**config.mk**
```make
export PLATFORM = sky130hd
export DESIGN_NAME = kqt_ctrl
export DESIGN_NICKNAME = d
export VERILOG_FILES = /design/src/rtl/kqt_pkg.sv /design/src/rtl/kqt_ctrl.sv
export SDC_FILE = /design/constraint.sdc
export NUM_CORES = 1
export LEC_CHECK = 0
export ABC_AREA = 1
export BUFFER_PORTS_ARGS = -buffer_cell sky130_fd_sc_hd__buf_4
export CORE_ASPECT_RATIO = 0.75
export CORE_MARGIN = 2
export CORE_UTILIZATION = 37
export DETAILED_ROUTE_END_ITERATION = 16
export GPL_ROUTABILITY_DRIVEN = 0
export PLACE_DENSITY_LB_ADDON = 0.2
export SYNTH_ARGS = -nofsm -noshare
export SYNTH_HDL_FRONTEND = slang
export SYNTH_SLANG_ARGS = --single-unit
```
**constraint.sdc**
```tcl
create_clock -name clk -period 3.05 [get_ports clk]
set_input_delay 0.61 -clock clk [delete_from_list [all_inputs] [get_ports clk]]
set_output_delay 0.61 -clock clk [all_outputs]
set_load 0.03 [all_outputs]
```
**src/rtl/kqt_pkg.sv**
```systemverilog
// ----------------------------------------------------------------------------
// kqt_pkg
// Shared types, codes and sizes for the keyed quantity table with sorted
// readout: request and result codes, controller commands and datapath status.
// ----------------------------------------------------------------------------
package kqt_pkg;

    // table size and derived widths
    localparam int TABLE_DEPTH = 64;
    localparam int IDX_W       = $clog2(TABLE_DEPTH);
    localparam int CNT_W       = $clog2(TABLE_DEPTH + 1);
    localparam int KEY_W       = 32;
    localparam int QTY_W       = 32;
    localparam int MODE_W      = 2;
    localparam int STATUS_W    = 3;

    localparam logic [CNT_W-1:0] DEPTH_CNT = CNT_W'(TABLE_DEPTH);

    typedef logic signed [KEY_W-1:0] key_t;
    typedef logic signed [QTY_W-1:0] qty_t;

    // request kinds
    typedef enum logic [MODE_W-1:0] {
        MODE_INSERT = 2'd0,
        MODE_SEARCH = 2'd1,
        MODE_UPDATE = 2'd2,
        MODE_LIST   = 2'd3
    } mode_t;

    // result status codes
    typedef enum logic [STATUS_W-1:0] {
        STAT_OK        = 3'd0,
        STAT_FULL      = 3'd1,
        STAT_PRESENT   = 3'd2,
        STAT_NOT_FOUND = 3'd3,
        STAT_EMPTY     = 3'd4
    } status_t;

    // source of the store write data
    typedef enum logic [1:0] {
        WR_SHIFT = 2'd0,   // move the entry read at idx up to idx + 1
        WR_NEW   = 2'd1,   // new key and quantity at idx
        WR_SUM   = 2'd2    // saturated sum into the quantity at idx
    } wr_src_t;

    // source of the result payload
    typedef enum logic [2:0] {
        OUT_ZERO = 3'd0,   // zero key and quantity
        OUT_REQ  = 3'd1,   // request key and amount
        OUT_RAM  = 3'd2,   // request key and stored quantity
        OUT_SUM  = 3'd3,   // request key and saturated sum
        OUT_LIST = 3'd4    // stored key and stored quantity
    } out_src_t;

    // controller to datapath
    typedef struct packed {
        logic     req_ready;
        logic     idx_clr;
        logic     idx_inc;
        logic     idx_dec;
        logic     idx_top;
        logic     key_we;
        logic     qty_we;
        wr_src_t  wr_src;
        logic     cnt_inc;
        logic     out_load;
        out_src_t out_src;
        status_t  out_status;
        logic     out_last;
    } kqt_cmd_t;

    // datapath to controller
    typedef struct packed {
        logic  req_valid;
        mode_t mode;
        logic  key_eq;
        logic  key_gt;
        logic  idx_zero;
        logic  idx_last;
        logic  cnt_zero;
        logic  cnt_full;
        logic  out_free;
    } kqt_sts_t;

endpackage

```
**src/rtl/kqt_ctrl.sv**
```systemverilog
// ----------------------------------------------------------------------------
// kqt_ctrl
// Request sequencer: key scan, ordered insert shift, update write-back and
// sorted list readout, driving the datapath by commands.
// ----------------------------------------------------------------------------
module kqt_ctrl (
    input  logic              clk,
    input  logic              rst_n,
    input  kqt_pkg::kqt_sts_t sts,
    output kqt_pkg::kqt_cmd_t cmd
);
    import kqt_pkg::*;

    typedef enum logic [3:0] {
        S_IDLE,
        S_DISPATCH,
        S_SCAN_RD,
        S_SCAN_CHK,
        S_SHIFT_RD,
        S_SHIFT_CHK,
        S_INS_WR,
        S_REPLY,
        S_LIST_RD,
        S_LIST_OUT
    } state_t;

    state_t  state_reg, state_next;
    status_t reply_reg, reply_next;

    // next state and commands
    always_comb
    begin
        state_next = state_reg;
        reply_next = reply_reg;
        cmd        = '0;

        unique case (state_reg)
            S_IDLE:
            begin
                cmd.req_ready = 1'b1;
                if (sts.req_valid)
                begin
                    state_next = S_DISPATCH;
                end
            end

            S_DISPATCH:
            begin
                cmd.idx_clr = 1'b1;
                unique case (sts.mode) inside
                    MODE_INSERT:
                    begin
                        if (sts.cnt_full)
                        begin
                            reply_next = STAT_FULL;
                            state_next = S_REPLY;
                        end
                        else if (sts.cnt_zero)
                        begin
                            state_next = S_INS_WR;
                        end
                        else
                        begin
                            state_next = S_SCAN_RD;
                        end
                    end
                    MODE_SEARCH, MODE_UPDATE:
                    begin
                        if (sts.cnt_zero)
                        begin
                            reply_next = STAT_NOT_FOUND;
                            state_next = S_REPLY;
                        end
                        else
                        begin
                            state_next = S_SCAN_RD;
                        end
                    end
                    MODE_LIST:
                    begin
                        if (sts.cnt_zero)
                        begin
                            reply_next = STAT_EMPTY;
                            state_next = S_REPLY;
                        end
                        else
                        begin
                            state_next = S_LIST_RD;
                        end
                    end
                endcase
            end

            S_SCAN_RD:
            begin
                state_next = S_SCAN_CHK;
            end

            // compare the entry read at the index with the request key
            S_SCAN_CHK:
            begin
                if (sts.key_eq)
                begin
                    if (sts.mode == MODE_INSERT)
                    begin
                        reply_next = STAT_PRESENT;
                        state_next = S_REPLY;
                    end
                    else if (sts.out_free)
                    begin
                        cmd.out_load   = 1'b1;
                        cmd.out_status = STAT_OK;
                        cmd.out_last   = 1'b1;
                        cmd.out_src    = OUT_RAM;
                        if (sts.mode == MODE_UPDATE)
                        begin
                            cmd.qty_we  = 1'b1;
                            cmd.wr_src  = WR_SUM;
                            cmd.out_src = OUT_SUM;
                        end
                        state_next = S_IDLE;
                    end
                end
                else if (sts.idx_last)
                begin
                    if (sts.mode == MODE_INSERT)
                    begin
                        cmd.idx_top = 1'b1;
                        state_next  = S_SHIFT_RD;
                    end
                    else
                    begin
                        reply_next = STAT_NOT_FOUND;
                        state_next = S_REPLY;
                    end
                end
                else
                begin
                    cmd.idx_inc = 1'b1;
                    state_next  = S_SCAN_RD;
                end
            end

            S_SHIFT_RD:
            begin
                state_next = S_SHIFT_CHK;
            end

            // move larger keys up one slot until the insert point is found
            S_SHIFT_CHK:
            begin
                if (sts.key_gt)
                begin
                    cmd.key_we = 1'b1;
                    cmd.qty_we = 1'b1;
                    cmd.wr_src = WR_SHIFT;
                    if (sts.idx_zero)
                    begin
                        state_next = S_INS_WR;
                    end
                    else
                    begin
                        cmd.idx_dec = 1'b1;
                        state_next  = S_SHIFT_RD;
                    end
                end
                else
                begin
                    cmd.idx_inc = 1'b1;
                    state_next  = S_INS_WR;
                end
            end

            // write the new entry and report it
            S_INS_WR:
            begin
                if (sts.out_free)
                begin
                    cmd.key_we     = 1'b1;
                    cmd.qty_we     = 1'b1;
                    cmd.wr_src     = WR_NEW;
                    cmd.cnt_inc    = 1'b1;
                    cmd.out_load   = 1'b1;
                    cmd.out_src    = OUT_REQ;
                    cmd.out_status = STAT_OK;
                    cmd.out_last   = 1'b1;
                    state_next     = S_IDLE;
                end
            end

            // single refusal or empty result
            S_REPLY:
            begin
                if (sts.out_free)
                begin
                    cmd.out_load   = 1'b1;
                    cmd.out_src    = OUT_ZERO;
                    cmd.out_status = reply_reg;
                    cmd.out_last   = 1'b1;
                    state_next     = S_IDLE;
                end
            end

            S_LIST_RD:
            begin
                state_next = S_LIST_OUT;
            end

            // one beat per stored entry, already in key order
            S_LIST_OUT:
            begin
                if (sts.out_free)
                begin
                    cmd.out_load   = 1'b1;
                    cmd.out_src    = OUT_LIST;
                    cmd.out_status = STAT_OK;
                    cmd.out_last   = sts.idx_last;
                    if (sts.idx_last)
                    begin
                        state_next = S_IDLE;
                    end
                    else
                    begin
                        cmd.idx_inc = 1'b1;
                        state_next  = S_LIST_RD;
                    end
                end
            end

            default:
            begin
                state_next = S_IDLE;
            end
        endcase
    end

    // state and reply code
    always_ff @(posedge clk or negedge rst_n)
    begin
        if (!rst_n)
        begin
            state_reg <= S_IDLE;
            reply_reg <= STAT_OK;
        end
        else
        begin
            state_reg <= state_next;
            reply_reg <= reply_next;
        end
    end
endmodule

```
; ---- Yosys cells after proc, flatten, opt, wreduce, memory -nomap -nowiden
; Cells that the tools add are included.
[totals]
register_bits = 7
latchBits = 0
ramBits = 0
mem_bits_ro = 0
inputBits = 12
out_inout_bits = 18
word_cells = 84
mem_count = 0
[classes]
addsub = 0
multipliers = 0
n_div = 0
magnitude_cmp = 0
n_eq_ne = 20
shifts = 0
muxes = 55
bitwise = 0
n_reduce_logical = 7
[ops]
columns = cell, n
row1 = two-way mux 3 bit, 15
row2 = two-way mux 8 bit, 5
row3 = case mux 4 bit (9 select lines), 1
row4 = two-way mux 4 bit, 8
row5 = case mux 8 bit (4 select lines), 1
row6 = "inequality test 3 bit, second input constant", 6
row7 = case mux 3 bit (3 select lines), 2
row8 = "equality test 4 x 3 -> 1 bit, second input constant", 4
row9 = two-way mux 1 bit, 15
row10 = two-way mux 13 bit, 1
row11 = case mux 4 bit (3 select lines), 1
row12 = "equality test 4 x 2 -> 1 bit, second input constant", 2
row13 = "equality test 4 bit, second input constant", 2
row14 = AND reduction 7 bit, 1
row15 = two-way mux 2 bit, 3
row16 = case mux 3 bit (2 select lines), 1
row17 = "equality test 2 bit, second input constant", 2
row18 = "equality test 4 x 1 -> 1 bit, second input constant", 1
row19 = zero test 4 bit, 1
row20 = "inequality test 2 bit, second input constant", 2
row21 = OR reduction 2 bit, 2
row22 = case mux 1 bit (3 select lines), 1
row23 = "equality test 2 x 1 -> 1 bit, second input constant", 1
row24 = zero test 2 bit, 1
row25 = 3 further kinds, 3

; ---- Depth between registers and ports, before layout
[logic_depth]
word_depth = 6
ltp_mapped = 9
ltp_nobuf = 9

; ---- Worst setup path after synthesis
; OpenSTA, ideal clock, no wires.
[synth_path]
path_kind = input-to-output
start = input sts[7] in the netlist's numbering
end = output cmd[11] in the netlist's numbering
t_arrival_ns = 1.643
required_ns = 2.440
path_slack_ns = 0.797
path_stages = 5
n_path_buf = 0
path_cell_list = inv_1 -> ha_1 -> inv_1 -> nand4_2 -> o21bai_1
[synth_lines]
columns = item, line
row1 = start: declaration, kqt_ctrl.sv:9  ; input kqt_pkg::kqt_sts_t sts,
row2 = end: declaration, kqt_ctrl.sv:10  ; output kqt_pkg::kqt_cmd_t cmd

==> impl_metrics.toml <==
[die]
start_util_pct = 40.1
fp.dieH_um = 45.0
row_count = 14
dieArea_sq_mm = 0.00264
io_pins = 30
core_sq_mm = 0.00207
die_x_um = 58.6

[layout]
num_antenna_cells = 0
seqCellArea_sq_um = 175
layout_common_cells = "nand2_1, buf_4, inv_1"
final_nets = 190
final_util_pct = 53.0
final_common_cell = "nand2_1"
largest_reg_flops = 4
multiInputGateArea_sq_um = 544
drive_gt1_share_pct = 25.4
area_growth_pct = 32.2
fillers = 198

[synth]
synth_cell_types = 23
yosysWarnings = 0
yosysSeqAreaShare_pct = 21.1
synth_nets = 157
synth_cells = 141
syn_area_per_cell_sq_um = 5.87
synth-seq-cells = 7
syn-cell-area_sq_um = 828

[clocking]
cts.sinks = 7
clk_pin_slew_ps = 50
clk_path_buf_depth = 2
cts_made_buffers = 3
cts_tree = "yes"
post_cts_buffers = 0
postCtsHoldBufs = 0
htreeDepth = 1
postCtsResizedCells = 0
insertion_delay_ps = 250
cts-root-buf = "clkbuf_4"

[route]
dr_wl_met2_um = 1130
wire_per_inst_um = 11.8
highest_layer = "met4"
ant_nets = 0
drc = 1
drt_first_pass_iters = 10
first_iter_violations = 57
postRouteWirelength_um = 2330
route.met3.wl_um = 170
via_per_inst = 5.19
vias = 1022
wl_met1_um = 1020

[power_and_ir_drop]
cellPowerDensity_mw_per_mm2 = 759
leakage_nw = 0.630
ir_worst_vdd_uv = 308

[grt]
grt_max_degree = 8
grt_pass1_wl_um = 3870
grt_overflow = 0
antenna_found_initial = 0
track_usage_pct = 19.4
grt_pass1_vias = 891

[status]
status = "complete, but fails checks"
violations = "DRC"

[critical_path]
worst-path-max-fanout = 6
arrival_ps = 1710
crit_type = "primary input to primary output"
crit_chain = "buf_4 > inv_1 > ha_1 > inv_1 > nand4_2 > o21bai_1 > buf_4"
critical_path.startpoint_type = "primary input"
crit_required_ps = 2440
critPathCaptureType = "primary output"
cpPeakStageDelay_ps = 210
cpMaxStageDelayCell = "ha_1"

[timing]
finalSetupViolCount = 0
final.setup.worst_slack_ps = 732
min_period_ps = 2320
hold_ws_ps = 158
hold_viol_final = 0
finalMaxSlewViolations = 0
period_share_pct = 76.0
skew_ps = 0.689
fin_setup_tns_ps = 0
max-slew-margin-rel_pct = 70.3
fmax_ghz = 0.431
rsz0062_at_grt = "no"
worst_pin_slew_ps = 444

[run]
max-cap-violations = 0

[place]
dp_hpwl_um = 1900
numPortBuffers = 29
dp_slack_ps = 748

[min_path]
min_path_type = "primary input to async pin"
==> report_power, final <==
group	internal [mW]	total (mW)	switching, mW	leakage, nW
clock network	0.0500	0.0855	0.0355	0.0150
registers	0.135	0.184	0.0494	0.0876
logic	0.189	0.561	0.371	0.528
==> stage by stage <==
step / instances / cell area (sq um) / total power, mW
after global routing: 197 / 1090 / 0.909
final: 197 / 1090 / 0.830
after CTS: 197 / 1090 / 0.828
after floorplan: 141 / 828 / 0.577
after global placement: 193 / 1070 / 0.729
after detailed placement: 193 / 1070 / 0.739
==> kinds of logic after synthesis <==
logic type / count (synthesis) / synth area share, %
DFF: 7 / 21.1
adders and majority gates: 4 / 6.04
buffers and inverters: 28 / 13.1
AOI/OAI and AO/OA: 15 / 11.9
and+or+nand+nor: 87 / 47.7
==> cells in the mapped netlist <==
library cell	number	area (sq um)
dfrtp_1	7	175
nand2_2	3	18.8
inv_2	2	7.51
nand3_2	1	10.0
nor2_1	16	60.1
o21ai_1	2	10.0
nor3_1	1	5.00
o211ai_1	3	22.5
nand4_2	1	12.5
o21bai_1	1	7.51
o21ai_2	1	8.76
o2111ai_1	1	8.76
ha_1	4	50.1
o21ai_0	5	25.0
buf_4	1	7.51
nand4_1	5	31.3
nand2_1	42	158
nor2_2	3	18.8
o221ai_1	1	8.76
o21a_1	1	7.51
nor2_4	1	11.3
nand3_1	14	70.1
inv_1	25	93.8
==> per-layer routing <==
layer | up-vias | GRT usage [%]
met3 | 2 | 5.16
met1 | 471 | 25.4
met2 | 37 | 33.5
met4 | 0 | 2.27
met5 | - | 0
li1 | 512 | -
==> worst max-delay path, delay by kind of cell <==
family	cells	cell delay (ps)
buffers and inverters	4	480
adders and majority gates	1	210
and+or+nand+nor	1	210
AOI/OAI and AO/OA	1	200
==> final cells by class <==
type	count	share of cell area, %
timing repair buffer	29	19.9
clock buffer	4	2.40
tap	24	2.74
inverter	27	9.26
multi-input combinational	106	49.7
sequential	7	16.0
==> worst paths after layout <==
check	startpoint	end	slack (ps)	depth (start not counted)
max	sts[7]	cmd[11]	730	7
min	rst_n	state_reg[0]$_DFFE_PN0P_	160	1
max reg2reg	state_reg[2]$_DFFE_PN0P_	state_reg[0]$_DFFE_PN0P_	1630	6
min reg2reg	reply_reg[2]$_DFFE_PN0P_	reply_reg[2]$_DFFE_PN0P_	480	2
max in group asynchronous	rst_n	reply_reg[1]$_DFFE_PN0P_	2770	1
min in group clk	reply_reg[2]$_DFFE_PN0P_	reply_reg[2]$_DFFE_PN0P_	480	2
Note: power is estimated with default switching activity, not from simulation.
