**config.mk**
```make
export PLATFORM = sky130hd
export DESIGN_NAME = kqt_datapath_flat
export DESIGN_NICKNAME = d
export VERILOG_FILES = /design/src/rtl/kqt_pkg.sv /design/src/rtl/kqt_req_if.sv /design/src/rtl/kqt_rsp_if.sv /design/src/rtl/kqt_ram.sv /design/src/rtl/kqt_datapath.sv /design/src/flat_wrapper.sv
export SDC_FILE = /design/constraint.sdc
export NUM_CORES = 2
export LEC_CHECK = 0
export BUFFER_PORTS_ARGS = -buffer_cell sky130_fd_sc_hd__buf_4
export CAP_MARGIN = 20
export CORE_UTILIZATION = 40
export CTS_CLUSTER_DIAMETER = 100
export DETAILED_ROUTE_END_ITERATION = 8
export PLACE_DENSITY_LB_ADDON = 0.2
export SYNTH_ARGS = -nofsm -noshare
export SYNTH_HDL_FRONTEND = slang
export SYNTH_SLANG_ARGS = --single-unit
```
**constraint.sdc**
```tcl
create_clock -name clk -period 6.05 [get_ports clk]
set_clock_uncertainty 0.15 [all_clocks]
set_input_delay 0.3025 -clock clk [delete_from_list [all_inputs] [get_ports clk]]
set_output_delay 0.3025 -clock clk [all_outputs]
set_load 0.05 [all_outputs]
```
**src/rtl/kqt_pkg.sv**
```systemverilog
// ----------------------------------------------------------------------------
// kqt_pkg
// Shared types, codes and sizes for the keyed quantity table with sorted
// readout: request and result codes, controller commands and datapath status.
// ----------------------------------------------------------------------------
package kqt_pkg;

    // table size and derived widths
    localparam int TABLE_DEPTH = 64;
    localparam int IDX_W       = $clog2(TABLE_DEPTH);
    localparam int CNT_W       = $clog2(TABLE_DEPTH + 1);
    localparam int KEY_W       = 32;
    localparam int QTY_W       = 32;
    localparam int MODE_W      = 2;
    localparam int STATUS_W    = 3;

    localparam logic [CNT_W-1:0] DEPTH_CNT = CNT_W'(TABLE_DEPTH);

    typedef logic signed [KEY_W-1:0] key_t;
    typedef logic signed [QTY_W-1:0] qty_t;

    // request kinds
    typedef enum logic [MODE_W-1:0] {
        MODE_INSERT = 2'd0,
        MODE_SEARCH = 2'd1,
        MODE_UPDATE = 2'd2,
        MODE_LIST   = 2'd3
    } mode_t;

    // result status codes
    typedef enum logic [STATUS_W-1:0] {
        STAT_OK        = 3'd0,
        STAT_FULL      = 3'd1,
        STAT_PRESENT   = 3'd2,
        STAT_NOT_FOUND = 3'd3,
        STAT_EMPTY     = 3'd4
    } status_t;

    // source of the store write data
    typedef enum logic [1:0] {
        WR_SHIFT = 2'd0,   // move the entry read at idx up to idx + 1
        WR_NEW   = 2'd1,   // new key and quantity at idx
        WR_SUM   = 2'd2    // saturated sum into the quantity at idx
    } wr_src_t;

    // source of the result payload
    typedef enum logic [2:0] {
        OUT_ZERO = 3'd0,   // zero key and quantity
        OUT_REQ  = 3'd1,   // request key and amount
        OUT_RAM  = 3'd2,   // request key and stored quantity
        OUT_SUM  = 3'd3,   // request key and saturated sum
        OUT_LIST = 3'd4    // stored key and stored quantity
    } out_src_t;

    // controller to datapath
    typedef struct packed {
        logic     req_ready;
        logic     idx_clr;
        logic     idx_inc;
        logic     idx_dec;
        logic     idx_top;
        logic     key_we;
        logic     qty_we;
        wr_src_t  wr_src;
        logic     cnt_inc;
        logic     out_load;
        out_src_t out_src;
        status_t  out_status;
        logic     out_last;
    } kqt_cmd_t;

    // datapath to controller
    typedef struct packed {
        logic  req_valid;
        mode_t mode;
        logic  key_eq;
        logic  key_gt;
        logic  idx_zero;
        logic  idx_last;
        logic  cnt_zero;
        logic  cnt_full;
        logic  out_free;
    } kqt_sts_t;

endpackage

```
**src/rtl/kqt_req_if.sv**
```systemverilog
// ----------------------------------------------------------------------------
// kqt_req_if
// Request channel: valid/ready handshake with mode, key and amount.
// ----------------------------------------------------------------------------
interface kqt_req_if;
    import kqt_pkg::*;

    logic                 valid;
    logic                 ready;
    logic [MODE_W-1:0]    mode;
    logic signed [KEY_W-1:0] part_key;
    logic signed [QTY_W-1:0] amount;

    modport source (output valid, output mode, output part_key, output amount,
                    input ready);
    modport sink   (input valid, input mode, input part_key, input amount,
                    output ready);
endinterface

```
**src/rtl/kqt_rsp_if.sv**
```systemverilog
// ----------------------------------------------------------------------------
// kqt_rsp_if
// Result channel: valid/ready handshake with status, key, quantity and last.
// ----------------------------------------------------------------------------
interface kqt_rsp_if;
    import kqt_pkg::*;

    logic                    valid;
    logic                    ready;
    logic [STATUS_W-1:0]     status;
    logic signed [KEY_W-1:0] out_key;
    logic signed [QTY_W-1:0] out_quantity;
    logic                    last;

    modport source (output valid, output status, output out_key,
                    output out_quantity, output last, input ready);
    modport sink   (input valid, input status, input out_key,
                    input out_quantity, input last, output ready);
endinterface

```
**src/rtl/kqt_ram.sv**
```systemverilog
// ----------------------------------------------------------------------------
// kqt_ram
// Generic simple dual-port RAM: one write port, one read port, registered read.
// ----------------------------------------------------------------------------
module kqt_ram #(
    parameter int WIDTH = 32,
    parameter int DEPTH = 64
) (
    input  logic                     clk,
    input  logic                     we,
    input  logic [$clog2(DEPTH)-1:0] waddr,
    input  logic [WIDTH-1:0]         wdata,
    input  logic [$clog2(DEPTH)-1:0] raddr,
    output logic [WIDTH-1:0]         rdata
);
    logic [WIDTH-1:0] mem [DEPTH];

    // write port and registered read port
    always_ff @(posedge clk)
    begin
        if (we)
        begin
            mem[waddr] <= wdata;
        end
        rdata <= mem[raddr];
    end
endmodule

```
**src/rtl/kqt_datapath.sv**
```systemverilog
// ----------------------------------------------------------------------------
// kqt_datapath
// Request capture, entry index and count, key and quantity stores, saturating
// adder, key compares and the result register.
// ----------------------------------------------------------------------------
module kqt_datapath (
    input  logic              clk,
    input  logic              rst_n,
    kqt_req_if.sink           req,
    kqt_rsp_if.source         rsp,
    input  kqt_pkg::kqt_cmd_t cmd,
    output kqt_pkg::kqt_sts_t sts
);
    import kqt_pkg::*;

    mode_t            mode_reg;
    key_t             key_reg;
    qty_t             amt_reg;
    logic [IDX_W-1:0] idx_reg, idx_next;
    logic [CNT_W-1:0] cnt_reg, cnt_next;
    logic             out_valid_reg, out_valid_next;
    status_t          out_status_reg;
    key_t             out_key_reg;
    qty_t             out_qty_reg;
    logic             out_last_reg;

    logic [KEY_W-1:0] rd_key;
    logic [QTY_W-1:0] rd_qty;
    logic [IDX_W-1:0] wr_addr;
    logic [KEY_W-1:0] wr_key;
    logic [QTY_W-1:0] wr_qty;
    logic             req_accept;
    logic             out_free;
    logic signed [QTY_W:0] sum_wide;
    qty_t             sum_sat;
    key_t             res_key;
    qty_t             res_qty;

    assign req.ready  = cmd.req_ready;
    assign req_accept = req.valid && cmd.req_ready;
    assign out_free   = !out_valid_reg || rsp.ready;

    // key and quantity stores
    kqt_ram #(.WIDTH(KEY_W), .DEPTH(TABLE_DEPTH)) u_key_ram (
        .clk   (clk),
        .we    (cmd.key_we),
        .waddr (wr_addr),
        .wdata (wr_key),
        .raddr (idx_reg),
        .rdata (rd_key)
    );

    kqt_ram #(.WIDTH(QTY_W), .DEPTH(TABLE_DEPTH)) u_qty_ram (
        .clk   (clk),
        .we    (cmd.qty_we),
        .waddr (wr_addr),
        .wdata (wr_qty),
        .raddr (idx_reg),
        .rdata (rd_qty)
    );

    // saturating add of the change to the stored quantity
    assign sum_wide = {rd_qty[QTY_W-1], rd_qty} + {amt_reg[QTY_W-1], amt_reg};
    always_comb
    begin
        if (sum_wide[QTY_W] != sum_wide[QTY_W-1])
        begin
            sum_sat = sum_wide[QTY_W] ? {1'b1, {(QTY_W-1){1'b0}}}
                                      : {1'b0, {(QTY_W-1){1'b1}}};
        end
        else
        begin
            sum_sat = sum_wide[QTY_W-1:0];
        end
    end

    // store write address and data
    always_comb
    begin
        case (cmd.wr_src)
            WR_SHIFT:
            begin
                wr_addr = idx_reg + IDX_W'(1);
                wr_key  = rd_key;
                wr_qty  = rd_qty;
            end
            WR_NEW:
            begin
                wr_addr = idx_reg;
                wr_key  = key_reg;
                wr_qty  = amt_reg;
            end
            WR_SUM:
            begin
                wr_addr = idx_reg;
                wr_key  = rd_key;
                wr_qty  = sum_sat;
            end
            default:
            begin
                wr_addr = idx_reg;
                wr_key  = rd_key;
                wr_qty  = rd_qty;
            end
        endcase
    end

    // result payload select
    always_comb
    begin
        case (cmd.out_src)
            OUT_REQ:
            begin
                res_key = key_reg;
                res_qty = amt_reg;
            end
            OUT_RAM:
            begin
                res_key = key_reg;
                res_qty = rd_qty;
            end
            OUT_SUM:
            begin
                res_key = key_reg;
                res_qty = sum_sat;
            end
            OUT_LIST:
            begin
                res_key = rd_key;
                res_qty = rd_qty;
            end
            default:
            begin
                res_key = '0;
                res_qty = '0;
            end
        endcase
    end

    // index, count and result valid
    always_comb
    begin
        idx_next = idx_reg;
        if (cmd.idx_clr)
        begin
            idx_next = '0;
        end
        else if (cmd.idx_top)
        begin
            idx_next = IDX_W'(cnt_reg - CNT_W'(1));
        end
        else if (cmd.idx_inc)
        begin
            idx_next = idx_reg + IDX_W'(1);
        end
        else if (cmd.idx_dec)
        begin
            idx_next = idx_reg - IDX_W'(1);
        end

        cnt_next = cnt_reg + (cmd.cnt_inc ? CNT_W'(1) : CNT_W'(0));

        out_valid_next = out_valid_reg;
        if (cmd.out_load)
        begin
            out_valid_next = 1'b1;
        end
        else if (rsp.ready)
        begin
            out_valid_next = 1'b0;
        end
    end

    // control registers
    always_ff @(posedge clk or negedge rst_n)
    begin
        if (!rst_n)
        begin
            idx_reg       <= '0;
            cnt_reg       <= '0;
            out_valid_reg <= 1'b0;
        end
        else
        begin
            idx_reg       <= idx_next;
            cnt_reg       <= cnt_next;
            out_valid_reg <= out_valid_next;
        end
    end

    // request and result payload registers
    always_ff @(posedge clk)
    begin
        if (req_accept)
        begin
            mode_reg <= mode_t'(req.mode);
            key_reg  <= req.part_key;
            amt_reg  <= req.amount;
        end
        if (cmd.out_load)
        begin
            out_status_reg <= cmd.out_status;
            out_key_reg    <= res_key;
            out_qty_reg    <= res_qty;
            out_last_reg   <= cmd.out_last;
        end
    end

    assign rsp.valid        = out_valid_reg;
    assign rsp.status       = out_status_reg;
    assign rsp.out_key      = out_key_reg;
    assign rsp.out_quantity = out_qty_reg;
    assign rsp.last         = out_last_reg;

    // status toward the controller
    assign sts.req_valid = req.valid;
    assign sts.mode      = mode_reg;
    assign sts.key_eq    = (rd_key == key_reg);
    assign sts.key_gt    = ($signed(rd_key) > key_reg);
    assign sts.idx_zero  = (idx_reg == '0);
    assign sts.idx_last  = (CNT_W'(idx_reg) == cnt_reg - CNT_W'(1));
    assign sts.cnt_zero  = (cnt_reg == '0);
    assign sts.cnt_full  = (cnt_reg == DEPTH_CNT);
    assign sts.out_free  = out_free;
endmodule

```
**src/flat_wrapper.sv**
```systemverilog
// flat-port wrapper written by rule: the top's interface ports become plain ports
module kqt_datapath_flat import kqt_pkg::*;
  (clk, rst_n, cmd, sts, req_valid, req_mode, req_part_key, req_amount, req_ready, rsp_valid, rsp_status, rsp_out_key, rsp_out_quantity, rsp_last, rsp_ready);
  kqt_req_if req_i ();
  kqt_rsp_if rsp_i ();
  input  logic clk;
  input  logic rst_n;
  input  kqt_pkg::kqt_cmd_t cmd;
  output kqt_pkg::kqt_sts_t sts;
  input wire logic [$bits(req_i.valid)-1:0] req_valid;
  input wire logic [$bits(req_i.mode)-1:0] req_mode;
  input wire logic [$bits(req_i.part_key)-1:0] req_part_key;
  input wire logic [$bits(req_i.amount)-1:0] req_amount;
  output wire logic [$bits(req_i.ready)-1:0] req_ready;
  output wire logic [$bits(rsp_i.valid)-1:0] rsp_valid;
  output wire logic [$bits(rsp_i.status)-1:0] rsp_status;
  output wire logic [$bits(rsp_i.out_key)-1:0] rsp_out_key;
  output wire logic [$bits(rsp_i.out_quantity)-1:0] rsp_out_quantity;
  output wire logic [$bits(rsp_i.last)-1:0] rsp_last;
  input wire logic [$bits(rsp_i.ready)-1:0] rsp_ready;
  assign req_i.valid = req_valid;
  assign req_i.mode = req_mode;
  assign req_i.part_key = req_part_key;
  assign req_i.amount = req_amount;
  assign req_ready = req_i.ready;
  assign rsp_valid = rsp_i.valid;
  assign rsp_status = rsp_i.status;
  assign rsp_out_key = rsp_i.out_key;
  assign rsp_out_quantity = rsp_i.out_quantity;
  assign rsp_last = rsp_i.last;
  assign rsp_i.ready = rsp_ready;
  kqt_datapath u_core (.clk(clk), .rst_n(rst_n), .req(req_i), .rsp(rsp_i), .cmd(cmd), .sts(sts));
endmodule
```
# Word-level counts from Yosys, hierarchy flattened
# Memories as Yosys holds them, arrays and structs flattened. A register that Yosys moved wholly into a read port is not among the register bits.
# Cells that the tools add are included.
[word_totals]
reg_bits = 148
mem_bits_rw = 4096
in_bits = 88
out_inout_bits = 80
wordCells = 56
mem_count = 2
[classes]
add_sub_neg = 5
order_cmp = 1
n_eq_ne = 10
mux = 18
n_reduce_logical = 10
[memory_table]
columns = ["name", "words", "width", "rd", "rd_clocked_by_memory_dff", "write_ports", "line_no", "text"]
rows = [
  ["u_core.u_key_ram.mem", 64, 32, 1, 1, 1, "kqt_ram.sv:16", "logic [WIDTH-1:0] mem [DEPTH];"],
  ["u_core.u_qty_ram.mem", 64, 32, 1, 1, 1, "kqt_ram.sv:16", ""],
]
[op_table]
columns = ["cell", "count"]
rows = [
  ["32-bit one-hot mux with 2 select lines", 2],
  ["32-bit two-way mux", 3],
  ["32-bit one-hot mux with 3 select lines", 1],
  ["32-bit by 32-bit adder with 33-bit output", 1],
  ["32-bit == test", 1],
  ["32-bit greater-than comparator", 1],
  ["6-bit two-way mux", 5],
  ["7-bit adder", 1],
  ["6-bit by 7-bit == test with 1-bit output", 1],
  ["7-bit == test (second input constant)", 1],
  ["7-bit logical NOT", 1],
  ["1-bit two-way mux", 7],
  ["7-bit by 1-bit subtractor with 7-bit output (second input constant)", 1],
  ["6-bit by 1-bit adder with 6-bit output (second input constant)", 1],
  ["3-bit by 2-bit == test with 1-bit output (second input constant)", 2],
  ["6-bit logical NOT", 1],
  ["6-bit by 1-bit subtractor with 6-bit output (second input constant)", 1],
  ["4-bit nonzero test", 1],
  ["3-bit by 1-bit == test with 1-bit output (second input constant)", 1],
  ["3-bit == test (second input constant)", 1],
  ["3-bit OR reduction", 1],
  ["2-bit by 1-bit == test with 1-bit output (second input constant)", 1],
  ["2-bit == test (second input constant)", 1],
  ["2-bit logical NOT", 1],
  ["other kinds (6)", 6],
]

# Longest topological paths before layout
[logic_depth]
word_depth = 5
depth_mapped = 13
mapped_depth_nobuf = 11

# Modules after synthesis
# A second synthesis with hierarchy kept.
[unflattened]
hier_cells = 7679
area_unflattened_um2 = 167326.7
[by_module_without_submodules]
columns = ["mod", "n_inst", "cells_each", "area_each_um2", "seq_area_each_um2"]
rows = [
  ["kqt_ram", 2, 3324, 78515.3, 62139.6],
  ["kqt_datapath", 1, 1031, 10296.1, 4374.2],
]

# Least setup slack after synthesis
# Ideal clock, no wire load.
[synth_timing]
path_kind = "reg2reg"
startpoint = "register u_core.amt_reg[0]"
endpoint = "memory u_core.u_qty_ram.mem[0][28] (data pin)"
setup_time_ns = 0.702
t_arrival_ns = 5.185
required_time_ns = 5.198
path_slack_ns = 0.013
stages_incl_launch_ff = 12
path_buffers = 0
synth_period_minus_slack_ns = 6.037
cell_sequence = "edfxtp_1 -> ha_1 -> fa_1 -> a211o_1 -> a21oi_2 -> o211ai_2 -> a221o_2 -> a31oi_1 -> o21bai_1 -> mux2i_1 -> a21boi_0 -> o21ai_0"
[synth_between]
elab_chain_cells = 4
elab_cells_between_ends = 5
classes_between = "add/sub: 1; eq/ne: 1; mux: 3"
[synth_rtl]
columns = ["element", "line_no", "text"]
rows = [
  ["start: declaration", "kqt_datapath.sv:18", "qty_t amt_reg;"],
  ["start signal: assignment", "kqt_datapath.sv:198", "amt_reg <= req.amount;"],
  ["32-bit by 32-bit adder with 33-bit output *", "kqt_datapath.sv:63", "assign sum_wide = {rd_qty[QTY_W-1], rd_qty} + {amt_reg[QTY_W-1], amt_reg};"],
  ["32-bit two-way mux or 1-bit inequality test (tied branches)", "kqt_datapath.sv:68, kqt_datapath.sv:66", ""],
  ["32-bit two-way mux *", "kqt_datapath.sv:66", "if (sum_wide[QTY_W] != sum_wide[QTY_W-1])"],
  ["32-bit one-hot mux with 2 select lines *", "kqt_datapath.sv:80", "case (cmd.wr_src)"],
  ["named net u_core.u_qty_ram.wdata[28]", "kqt_ram.sv:12", "input logic [WIDTH-1:0] wdata,"],
  ["end: declaration", "kqt_ram.sv:16", ""],
]
# Mark *: on every way through the listed nets, which the timed path passes. The rest lies on a longest branch.

# Worst setup path after layout
[layout_timing]
startpoint = "register u_core.amt_reg[0]"
endpoint = "memory u_core.u_qty_ram.mem[56][10] (data pin)"
# The elaborated chain is that of the path after synthesis.

==> metrics <==
status finished clean; Top Ports 168; crit end category register; Largest regs u_core.u_key_ram.mem x2048, u_core.u_qty_ram.mem x2048; Place WS 1.04 ns; initial core utilization 0.403; core area 414,000 um^2; Routed WL per cell 32.5 um; IO Port Bufs 167; number of setup buffers added after CTS 0; Hold Path Sink u_core.idx_reg[5]; worst reg2reg path startpoint u_core.amt_reg[0]; Netlist Area Pre-Place 167,000 um^2; drt first pass iters 5; Synth cell types 73; worst path arrival time 5.56 ns; # setup viols final 0; Finished Layout Cells 13,500; kind of critical path reg -> reg; largest net degree at the start of global routing 119; Crit. Startpoint u_core.amt_reg[0]; first-pass GRT wire length 623,000 um; EDFF count, synth 4,230; TNS Setup 0 ns; CTS tree built; Worst EP required 6.58 ns; max_cap viols 0; syn_nets 7,164; Slew @ Worst Pin 1.16 ns; YS warnings 0; area of the die 419,000 um^2; die width 648 um; Worst IR Drop VDD 0.000348 V; total power 86.6 mW; crit start category register; number of global-route vias before repair 81,100; Die Y 648 um; Reg clk slew, reported paths 0.06 ns; RSZ-0062 raised after global routing no; Min Clock Period, post-route 5.03 ns; fin nets 7,827; Remaining DRCs 0; clock latency on the worst-skew pair 0.99 ns; Hold-fix buffers, CTS 164; max_slew headroom 0.228; initial antenna violation count 27; flops & latches, synth 4,308; H-tree levels 5; Resize count post-CTS 0; area growth from synthesis to layout 15.8%; routed vias 78,100; Post-Syn Instances 7,001; register area 129,000 um^2; R2R Path End u_core.u_qty_ram.mem[56][10]; syn_area_per_cell 23.8 um^2; 1st-iter DRT viols 8,019; Hold Path Cell Cnt 4; r2r setup slk 1.02 ns; Max Freq 199 MHz; Root Buffer clkbuf_16; main flop type after synthesis edfxtp_1; Tcrit/Tclk final 0.831; DRT antenna net count 0; drt via density 5.78; worst-path fanout max 64; Leak Pwr 59.2 nW; Power Dens Cells 449 nW/um^2; HPWL Detailed 254,000 um; fin util 0.466; final worst slack 1.02 ns; GRT overflow 0; max-slew violations 0; fraction of registers with async set/reset 0.00325; Final Hold Viols 0; R2R cell count 12; # rows 236; clk sink count 4,308; CTS Buf Count 435; Longest Clk Path Bufs 4; GRT Util Overall 0.209; worst min-delay path class in -> reg; post-synthesis sequential area ratio 0.772; RePlAce Congestion 0.840; Hold Crit Start cmd[16]; Placed Cells 12,500; fraction of layout cells with a size suffix above 1 0.327; Routed WL 440,000 um; filler instances 33,700; area of the multi-input gates 37,600 um^2
worst max path at each step:
stage                                              end  cells after the start
after floorplan            u_core.u_qty_ram.mem[0][28]                     11
after global placement     u_core.u_qty_ram.mem[16][7]                     11
after detailed placement  u_core.u_qty_ram.mem[58][10]                     12
after CTS                  u_core.u_qty_ram.mem[31][7]                     11
after global routing      u_core.u_qty_ram.mem[54][10]                     11
final                     u_core.u_qty_ram.mem[56][10]                     12
area by class of cell:
| cell class | count | share of cell area |
|---|---|---|
| Tap cell | 5474 | 0.0355 |
| Timing Repair Buffer | 606 | 0.0297 |
| Antenna cell | 12 | 0.000156 |
| Multi-Input combinational cell | 2265 | 0.195 |
| Clock buffer | 561 | 0.0604 |
| Inverter | 48 | 0.000933 |
| Clock inverter | 248 | 0.0121 |
| Sequential cell | 4308 | 0.667 |
cell usage after synthesis (32+ instances only):
library cell,instances,area (um^2)
a21oi_1,84,420
a22o_1,36,315
a22oi_1,39,293
buf_1,46,173
buf_2,121,606
clkbuf_1,202,758
dfxtp_1,64,1280
edfxtp_1,4230,127000
ha_1,74,926
inv_1,47,176
mux2_2,32,360
mux4_2,1344,30300
nand2_1,104,390
nor2_1,192,721
o21ai_0,54,270
xnor2_1,34,298
per-stage QoR:
step                hold WS (ns)  cell area, um^2
floorplan                 -0.143           167000
global placement          0.0963           177000
detailed placement        0.0969           177000
CTS                        0.104           193000
global route               0.175           193000
finish                     0.170           193000
cell usage in the layout, fill, tap and decap left out, types with 18 or more instances in the layout:
cell	Yosys	layout
dlygate4sd3_1	0	162
nor3_1	18	18
a21o_1	27	27
clkbuf_1	202	99
clkinv_1	0	100
nor2_1	192	63
nor2_4	0	129
xnor2_1	34	34
a22oi_1	39	39
mux4_2	1344	1344
ha_1	74	73
inv_1	47	47
nand2_1	104	98
o21ai_0	54	34
mux2_2	32	32
clkbuf_8	0	24
clkbuf_16	0	438
buf_4	10	383
clkinv_2	0	70
edfxtp_1	4230	4230
bufinv_16	0	33
a21oi_1	84	83
a22o_1	36	36
o21ai_4	0	23
buf_12	0	58
dfxtp_1	64	64
worst max-delay path: stages, from the launching register on:
cell and delay, ns:
edfxtp_1 0.39, ha_1 0.23, fa_1 0.26, a211o_1 0.26, a21oi_1 0.10, nand2b_1 0.21, o31ai_2 0.50, a31oi_4 0.20
a41oi_2 0.62, nand3_2 0.46, buf_4 0.47, o21ai_4 0.22, buf_4 0.52
kinds of logic after synthesis:
logic type / count (synthesis) / synth area share
flops: 4308 / 0.772
mux: 1378 / 0.184
xor+xnor: 51 / 0.00268
simple gates: 413 / 0.0109
buf+inv: 428 / 0.0108
fa+ha+maj: 75 / 0.00567
compound gates: 348 / 0.0144
layer usage:
metal | global-route usage | wire [um] | up-vias
met3 | 0.0248 | 22400 | 598
met4 | 0.0487 | 10700 | 2
met2 | 0.357 | 224000 | 2487
met5 | 0 | 13 | -
li1 | - | - | 31600
met1 | 0.287 | 183000 | 43500
where the power goes:
group          leakage, nW  internal, mW  switching (mW)  total [mW]
clock                 6.81          15.0            11.4        26.4
sequential            39.0          37.6           0.855        38.5
combinational         13.4          7.96            13.8        21.7
total                 59.2          60.6            26.0        86.6
Note: power is estimated with default switching activity, not from simulation.
